==> src/jha_ram.sv <==
// generic single-write, single-read synchronous ram with registered read data
module jha_ram #(
  parameter int WIDTH = 48,
  parameter int DEPTH = 64,
  localparam int AW = (DEPTH > 1) ? $clog2(DEPTH) : 1
) (
  input  logic             clk,
  input  logic             we,
  input  logic [AW-1:0]    waddr,
  input  logic [WIDTH-1:0] wdata,
  input  logic [AW-1:0]    raddr,
  output logic [WIDTH-1:0] rdata
);

  logic [WIDTH-1:0] mem [DEPTH];

  always_ff @(posedge clk) begin
    if (we) begin
      mem[waddr] <= wdata;
    end
    rdata <= mem[raddr];
  end

endmodule

==> config.mk <==
export PLATFORM = sky130hd
export DESIGN_NAME = jha_ram
export DESIGN_NICKNAME = d
export VERILOG_FILES = /design/src/jha_ram.sv
export SDC_FILE = /design/constraint.sdc
export NUM_CORES = 2
export LEC_CHECK = 0
export BUFFER_PORTS_ARGS = -buffer_cell sky130_fd_sc_hd__buf_2
export CAP_MARGIN = 15
export CORE_ASPECT_RATIO = 2
export CORE_MARGIN = 5
export CORE_UTILIZATION = 34
export CTS_BUF_LIST = sky130_fd_sc_hd__clkbuf_4 sky130_fd_sc_hd__clkbuf_8
export DETAILED_ROUTE_END_ITERATION = 6
export GPL_TIMING_DRIVEN = 0
export HOLD_SLACK_MARGIN = 0.03
export SLEW_MARGIN = 15
export SYNTH_ARGS = -nofsm -noshare
export SYNTH_HDL_FRONTEND = slang
export SYNTH_SLANG_ARGS = --single-unit
==> constraint.sdc <==
create_clock -name clk -period 6.75 [get_ports clk]
set_input_delay 1.35 -clock clk [delete_from_list [all_inputs] [get_ports clk]]
set_output_delay 1.35 -clock clk [all_outputs]
set_load 0.01 [all_outputs]
==> flow_metrics.env <==
export IMPL_status="finished, final reports clean"
export IMPL_initialDrtViolationCount=6912
export IMPL_hold_violations=0
export IMPL_grt_usage_pct=20.94
export IMPL_endpoint_kind="flop"
export IMPL_cts_post_setup_buffers_inserted=0
export IMPL_fillers=30300
export IMPL_final_layout_size_suffix_gt1_share_pct=32.54
export IMPL_worst_slack_ns=1.414
export IMPL_syn_area_per_cell_um2=23.56
export IMPL_pre_cts_slack_ns=0.3150
export IMPL_die_w_um=425.0
export IMPL_pwr_share_clk_pct=36.9
export IMPL_p_int_mw=28.92
export IMPL_final_nets=5761
export IMPL_cts_tree="built"
export IMPL_clkTransAtPathRegs_ns=0.08
export IMPL_grt_pass1_vias=60930
export IMPL_grt_max_degree=65
export IMPL_max_slew_margin_pct=7.830
export IMPL_worstPathArrival_ns=6.17
export IMPL_seq_area_frac_synth_pct=79.59
export IMPL_route_detailed_drc=0
export IMPL_insertion_delay_ns=1.12
export IMPL_cp_required_ns=7.58
export IMPL_min_path_type="input pin to flop"
export IMPL_multiInputGateArea_mm2=0.02290
export IMPL_final_period_utilization_pct=79.06
export IMPL_synth_cells=4970
export IMPL_yosysUniqueCellTypes=36
export IMPL_holdBufCountCts=0
export IMPL_clockBufferDepth=4
export IMPL_avgViaCountPerCell=5.517
export IMPL_skew_ns=0.1068
export IMPL_swShare_pct=23.43
export IMPL_register_area_mm2=0.09321
export IMPL_p_per_area_mw_per_mm2=277.1
export IMPL_p_total_mw=37.77
export IMPL_antenna_found_initial=24
export IMPL_synth_area_mm2=0.1171
export IMPL_ios=110
export IMPL_wire_per_inst_um=35.74
export IMPL_ys_ff_latch=3120
export IMPL_initial_core_util_pct=34.14
export IMPL_die_h_um=840.0
export IMPL_die_area_mm2=0.3570
export IMPL_drt_wl_total_mm=379.8
export IMPL_dp_cells=9866
export IMPL_coreArea_mm2=0.3431
export IMPL_max_freq_ghz=0.1874
export IMPL_layout_cells_non_filler=10630
export IMPL_final_max_slew_violation_count=0
export IMPL_ir_drop_uv=162.0
export IMPL_place_congestion=0.8544
export IMPL_dr_pass1_iters=5
export IMPL_io_buffers=101
export IMPL_fin_crit_ns=5.336
export IMPL_start_kind="input pin"
export IMPL_overflow=0
export IMPL_post_cts_resized=0
export IMPL_p_switching_mw=8.849
export IMPL_worst_pin_slew_ns=1.383
export IMPL_h_tree_depth=5
export IMPL_setup_viol=0
export IMPL_crit_type="input pin to flop"
export IMPL_finalSetupTns_ns=0
export IMPL_yosys_warnings=0
export IMPL_ant_nets=0
export IMPL_cts_sinks=3120
export IMPL_placementRows=304
export IMPL_crit_fanout=10
export IMPL_via_count=58620
export IMPL_p_comb_share_pct=6.2
export IMPL_grt_pass1_wl_mm=512.5
export IMPL_ff2ff_setup_slack_ns=3.66
export IMPL_rsz0062_at_grt="no"
export IMPL_cts_root_buf="clkbuf_8"
export IMPL_hpwl_mm=270.5
export IMPL_power_leakage_nw=41.97
export IMPL_syn_nets=5032
export IMPL_areaGrowthSynthToFinish_pct=16.36
export IMPL_cap_violations=0
export IMPL_cts_made_buffers=421
export IMPL_seq_power_share_pct=56.9
[final timing paths]
path | start | cells past startpoint | endpoint
hold / removal | wdata[17] | 1 | mem[9][17]
setup reg to reg | mem[45][43] | 5 | rdata[43]
hold reg to reg | mem[44][5] | 5 | rdata[5]
setup / recovery | raddr[1] | 9 | rdata[29]
[final cells by class]
cell class | instances | area share [%]
antenna | 12 | 0.02204
buffer | 282 | 1.112
clock buffer | 537 | 4.914
clock inverter | 210 | 0.8805
multi-input combinational | 1568 | 16.81
sequential | 3120 | 68.40
tap | 4590 | 4.214
timing repair buffer | 306 | 3.652
[through the flow]
| stage | area, um^2 | hold WS [ns] | util [%] |
|---|---|---|---|
| after detailed placement | 128300 | 0.9816 | 37.39 |
| after CTS | 136200 | 0.6683 | 39.69 |
| after floorplan | 117100 | 0.7096 | - |
| after global placement | 123400 | 0.9676 | 35.96 |
| final | 136300 | 0.7782 | 39.72 |
| after global routing | 136300 | 0.7337 | 39.72 |
[state kept, by name, indices dropped and copies added, names as in the netlist]
name and cells:
mem 3072, rdata 48
[critical path: stages]
cell	delay (ns)
buf_2	0.32
buf_4	0.39
buf_4	0.37
buf_2	0.54
nand3b_1	0.84
o221ai_1	0.68
a21oi_1	0.26
a21oi_1	1.01
a221oi_1	0.29
[Yosys cell counts]
master,count,area [um^2]
nand3_1,7,35.03
a21oi_1,74,370.4
or2_2,3,18.77
nor2_1,132,495.5
buf_4,62,465.5
a211oi_1,32,240.2
nand3b_1,5,37.54
a22oi_1,72,540.5
clkbuf_1,98,367.9
a22o_1,57,499.2
nand4_1,2,12.51
mux4_2,754,16980
clkbuf_2,1,5.000
mux2i_1,63,630.6
edfxtp_1,3072,92250
nand2_1,55,206.5
nor3_1,3,15.01
nand4b_1,1,8.760
buf_2,98,490.5
nor2b_1,24,150.1
o22ai_1,122,763.2
buf_6,11,123.9
and2_1,3,18.77
a31o_2,5,43.79
o221ai_1,28,245.2
mux2_2,12,135.1
a311oi_1,11,96.34
buf_1,12,45.04
a221oi_1,83,727.0
dfxtp_1,48,960.9
a311o_1,1,10.01
a31oi_1,1,6.260
or3b_2,4,35.03
nand2b_1,10,62.56
and3_1,1,6.260
or3_1,3,18.77
[metal layers]
| metal | global-route usage [%] | wire length, um |
|---|---|---|
| met4 | 16.82 | 37950 |
| met5 | 0 | 106 |
| met1 | 21.20 | 117100 |
| met3 | 3.152 | 22880 |
| met2 | 38.03 | 201700 |
[kinds of logic (layout without fill, tap and decap cells)]
kind of cell,count (synthesis),count (layout),share of synthesized area (%)
muxes,829,829,15.15
buffers and inverters,282,1335,1.279
other,0,12,0
AOI/OAI and AO/OA,486,486,3.024
and+or+nand+nor,253,253,0.9572
DFF,3120,3120,79.59
[power groups by stage]
stage / Sequential [mW] / Combinational, mW / Clock [mW]
6_report: 21.5 / 2.33 / 13.9
5_1_grt: 21.5 / 2.39 / 15.0
4_1_cts: 21.5 / 2.34 / 14.1
3_5_place_dp: 21.9 / 2.34 / 0
3_3_place_gp: 21.9 / 2.24 / 0
2_1_floorplan: 21.9 / 1.02 / 0
[layout by cell type (no fill, tap or decap), drive strengths merged]
cell type and instances:
a22o 57, a31o 5, clkbuf 636, and3 1, dfxtp 48, bufinv 6, edfxtp 3072, clkinvlp 13
nor3 3, nand3b 5, a21oi 74, clkinv 175, a211oi 32, o221ai 28, a31oi 1, mux2 12
a221oi 83, mux2i 63, mux4 754, or2 3, diode 12, or3b 4, nand4b 1, nor2 132
a22oi 72, nand3 7, buf 489, inv 16, a311oi 11, nand2 55, or3 3, nand4 2
o22ai 122, and2 3, a311o 1, nor2b 24, nand2b 10
No activity file was read; power rests on OpenSTA's default activity.
