<file path="config.mk">
export PLATFORM = sky130hd
export DESIGN_NAME = jha_bin_map
export DESIGN_NICKNAME = d
export VERILOG_FILES = /design/src/jha_pkg.sv /design/src/jha_bin_map.sv
export SDC_FILE = /design/constraint.sdc
export NUM_CORES = 2
export LEC_CHECK = 0
export BUFFER_PORTS_ARGS = -buffer_cell sky130_fd_sc_hd__buf_2
export CAP_MARGIN = 10
export CORE_UTILIZATION = 45
export CTS_BUF_LIST = sky130_fd_sc_hd__clkbuf_16
export DETAILED_ROUTE_END_ITERATION = 7
export PLACE_DENSITY = 0.58
export SLEW_MARGIN = 25
export SYNTH_ARGS = -nofsm -noshare
export SYNTH_HDL_FRONTEND = slang
export SYNTH_SLANG_ARGS = --single-unit
</file>
<file path="constraint.sdc">
create_clock -name clk -period 14.4 [get_ports clk]
set_input_delay 4.32 -clock clk [delete_from_list [all_inputs] [get_ports clk]]
set_output_delay 4.32 -clock clk [all_outputs]
set_load 0.05 [all_outputs]
</file>
<file path="src/jha_pkg.sv">
// shared types, codes and saturation helper for the jackknife histogram accumulator
package jha_pkg;

  localparam int ACC_W = 48;
  localparam int SUM_W = ACC_W + 1;
  localparam int VAL_W = 32;
  localparam int WGT_W = 24;
  localparam int REG_IDX_W = 5;
  localparam int BIN_IDX_W = 6;
  localparam int CFG_IDX_W = 2;

  typedef enum logic [1:0] {
    CMD_ADD    = 2'd0,
    CMD_FULL   = 2'd1,
    CMD_REGION = 2'd2,
    CMD_COMP   = 2'd3
  } cmd_t;

  typedef enum logic [CFG_IDX_W-1:0] {
    CFG_AXIS_MIN    = 2'd0,
    CFG_INV_WIDTH   = 2'd1,
    CFG_BINS_IN_USE = 2'd2,
    CFG_REGIONS     = 2'd3
  } cfg_reg_t;

  typedef struct packed {
    logic              in_range;
    logic [VAL_W-1:0]  bin;
  } bin_map_t;

  typedef struct packed {
    logic                    sat;
    logic signed [ACC_W-1:0] val;
  } clip_t;

  function automatic clip_t clip48(input logic [SUM_W-1:0] v);
    clip_t r;
    r.sat = v[SUM_W-1] != v[SUM_W-2];
    if (!r.sat) begin
      r.val = v[ACC_W-1:0];
    end else if (v[SUM_W-1]) begin
      r.val = {1'b1, {(ACC_W-1){1'b0}}};
    end else begin
      r.val = {1'b0, {(ACC_W-1){1'b1}}};
    end
    return r;
  endfunction

endpackage

</file>
<file path="src/jha_bin_map.sv">
// maps a q16.16 sample to a bin through one registered multiply
module jha_bin_map import jha_pkg::*; (
  input  logic                    clk,
  input  logic                    en,
  input  logic signed [VAL_W-1:0] sample_value,
  input  logic signed [VAL_W-1:0] axis_min,
  input  logic [VAL_W-1:0]        inverse_bin_width,
  output bin_map_t                map_res
);

  logic signed [VAL_W:0]  diff;
  logic [2*VAL_W-1:0]     prod;
  bin_map_t               map_next;

  always_comb begin
    diff = {sample_value[VAL_W-1], sample_value} - {axis_min[VAL_W-1], axis_min};
    prod = diff[VAL_W-1:0] * inverse_bin_width;
    if (inverse_bin_width == '0) begin
      map_next.in_range = 1'b1;
      map_next.bin      = '0;
    end else if (diff[VAL_W]) begin
      map_next.in_range = 1'b0;
      map_next.bin      = '0;
    end else begin
      map_next.in_range = 1'b1;
      map_next.bin      = prod[2*VAL_W-1:VAL_W];
    end
  end

  always_ff @(posedge clk) begin
    if (en) begin
      map_res <= map_next;
    end
  end

endmodule

</file>
==> impl_metrics.tcl <==
set metrics [dict create \
    n_fill_cell 7490 \
    holdWs_ps 4660 \
    core_area_mm2 0.0777 \
    regMostFlops "map_res" \
    drc 0 \
    yosysSeqAreaShare_pct 2.79 \
    die_area_mm2 0.0800 \
    synth_edf_count 33 \
    rows 102 \
    syn_area_per_cell_um2 9.06 \
    num_io_pins 131 \
    placed_cell_area_mm2 0.0377 \
    yosys.area.top_type "fa_1" \
    fin_area_mm2 0.0379 \
    synth_warnings 0 \
    synth-seq-cells 33 \
    track_usage_pct 26.9 \
    dp_cells 4967 \
    routed_wirelength_um 101000 \
    cts_made_buffers 5 \
    crit_type "input port to register" \
    min_period_ps 14030 \
    cp-start-kind "input port" \
    areaGrowthSynthToFinish_pct 6.89 \
    drtPass1Iterations 5 \
    critPathCaptureType "register" \
    grt_pass1_vias 29000 \
    die_w_um 283 \
    synth_cells 3916 \
    async_flop_share_pct 0 \
    path_common_cell "fa_1" \
    rsz0062_at_grt "true" \
    slew_headroom_pct 30.6 \
    drt_iter0_drc 1430 \
    grt_max_degree 42 \
    ys_top_cells_by_area "fa_1, ha_1, and2_1, inv_1, nand2_1" \
    grt_pass1_wl_um 163000 \
    hold_violations 0 \
    htree_levels 2 \
    reg_top3 "map_res x33" \
    clock_path_buffers 2 \
    setup_viol 0 \
    tightest_slew_ps 1040 \
    path_delay_family "adder cells" \
    cts_tree "yes" \
    initial_utilization_pct 45.6 \
    seq_area_um2 991 \
    fin_nets 5222 \
    routedWlPerCell_um 20.3 \
    stdcell_count 4979 \
    fmax_mhz 71.3 \
    multi_input_area_mm2 0.0306 \
    worstPathRequired_ps 14510 \
    post-route-period-util_pct 97.4 \
    largest_reg_flops 33 \
    clock_tree.root_cell "clkbuf_16" \
    io_buffers 130 \
    die-height_um 283 \
    cp_slowest_cell "fa_1" \
    syn_nets 5202 \
    cp.arrival_ps 14140 \
    ys_types 64 \
    dp_hpwl_um 82100 \
    ant_nets 0 \
    cpPeakStageDelay_ps 580 \
    drive_gt1_share_pct 7.39 \
    gp_congestion 0.918 \
    clkTransAtPathRegs_ps 60 \
    grt-ovfl-total 0 \
    max_cap_violations 0 \
    clock-sinks 33 \
    netlist.area_leader.share_pct 50.6 \
    crit_buf_inv 12 \
    status "finished, final reports clean" \
    drv_slew 0 \
    vias_per_cell 5.24 \
    cts_hold_buf 0 \
    synth_flop_cell "edfxtp_1" \
    antenna_found_initial 5 \
    path_max_fanout 14 \
    syn_area_mm2 0.0355 \
    num_vias 26100 \
    hold_class "input port to register" \
]
[cell families after synthesis]
| logic type | after synthesis | share of synthesized area (%) |
|---|---|---|
| fa+ha+maj | 1188 | 60.9 |
| xor+xnor | 56 | 1.38 |
| compound gates | 264 | 4.96 |
| mux | 1 | 0.0282 |
| buf+inv | 1123 | 11.9 |
| flops | 33 | 2.79 |
| simple gates | 1251 | 18.0 |
[metrics by stage]
step	setup slack, ps	setup TNS (ps)	util (%)
6_report	368	0	48.8
2_1_floorplan	958	0	-
3_5_place_dp	-193	-490	48.5
5_1_grt	-46.0	-50.0	48.8
3_3_place_gp	-212	-502	48.4
4_1_cts	68.9	0	48.7
[cells in the mapped netlist, drive strengths merged, types with 3 or more instances]
cell type,number
a2111oi,4
a211o,4
a211oi,6
a21boi,4
a21o,42
a21oi,81
a221oi,4
a311oi,4
a31o,3
a31oi,5
and2,548
and3,9
and4,3
buf,8
clkbuf,209
edfxtp,33
fa,896
ha,292
inv,906
nand2,497
nand2b,17
nand3,21
nand4,22
nor2,61
nor2b,31
nor3,14
nor4,11
o211ai,8
o21a,10
o21ai,43
o21bai,17
o22ai,3
o31ai,7
or2,6
or3,6
xnor2,37
xor2,19
[timing repair]
| item | 4_1_cts | 5_1_grt |
|---|---|---|
| buffers inserted | 0 | 2 |
| setup endpoints to repair | 0 | 28 |
| endpoints found under the hold margin | 0 | 0 |
| gates resized for setup | 0 | 17 |
[cells in the final DEF, fill, tap and decap left out, types with 7 or more instances in the layout]
master      n
a21oi_1    76
nor4_1     11
nand4_1    22
nand3_1    21
nor2b_1    31
xnor2_2    12
buf_4      92
o211ai_1    7
and3_1      9
xnor2_1    21
nor2_1     59
xor2_1      8
buf_2     130
inv_1     906
nand2_1   497
nor3_1     14
fa_1      896
ha_1      292
and2_1    548
o21bai_1   16
xor2_2     11
o21ai_1     7
nand2b_1   17
a21o_1     42
o21ai_0    35
edfxtp_1   33
o21a_1     10
[layer usage]
metal | wire, µm | track usage [%]
met5 | 25 | 0
met2 | 54100 | 50.3
met4 | 4000 | 9.51
met1 | 39700 | 32.5
met3 | 3400 | 1.51
[final timing paths]
kind	cells past startpoint	slack [ps]	start	endpoint
hold / removal	1	4660	en	map_res[13]
setup / recovery	40	370	axis_min[1]	map_res[25]
[final cells by class]
| type | instances | area share, % |
|---|---|---|
| inverter | 906 | 8.97 |
| timing repair buffer | 230 | 3.91 |
| clock buffer | 5 | 0.330 |
| sequential | 33 | 2.61 |
| clock inverter | 3 | 0.109 |
| antenna | 2 | 0.0132 |
| multi-input combinational | 2760 | 80.6 |
| tap | 1040 | 3.43 |
Power is left out: the tool's default activity adds up to more than one toggle a clock period on the data nets, which glitch-free logic cannot reach.
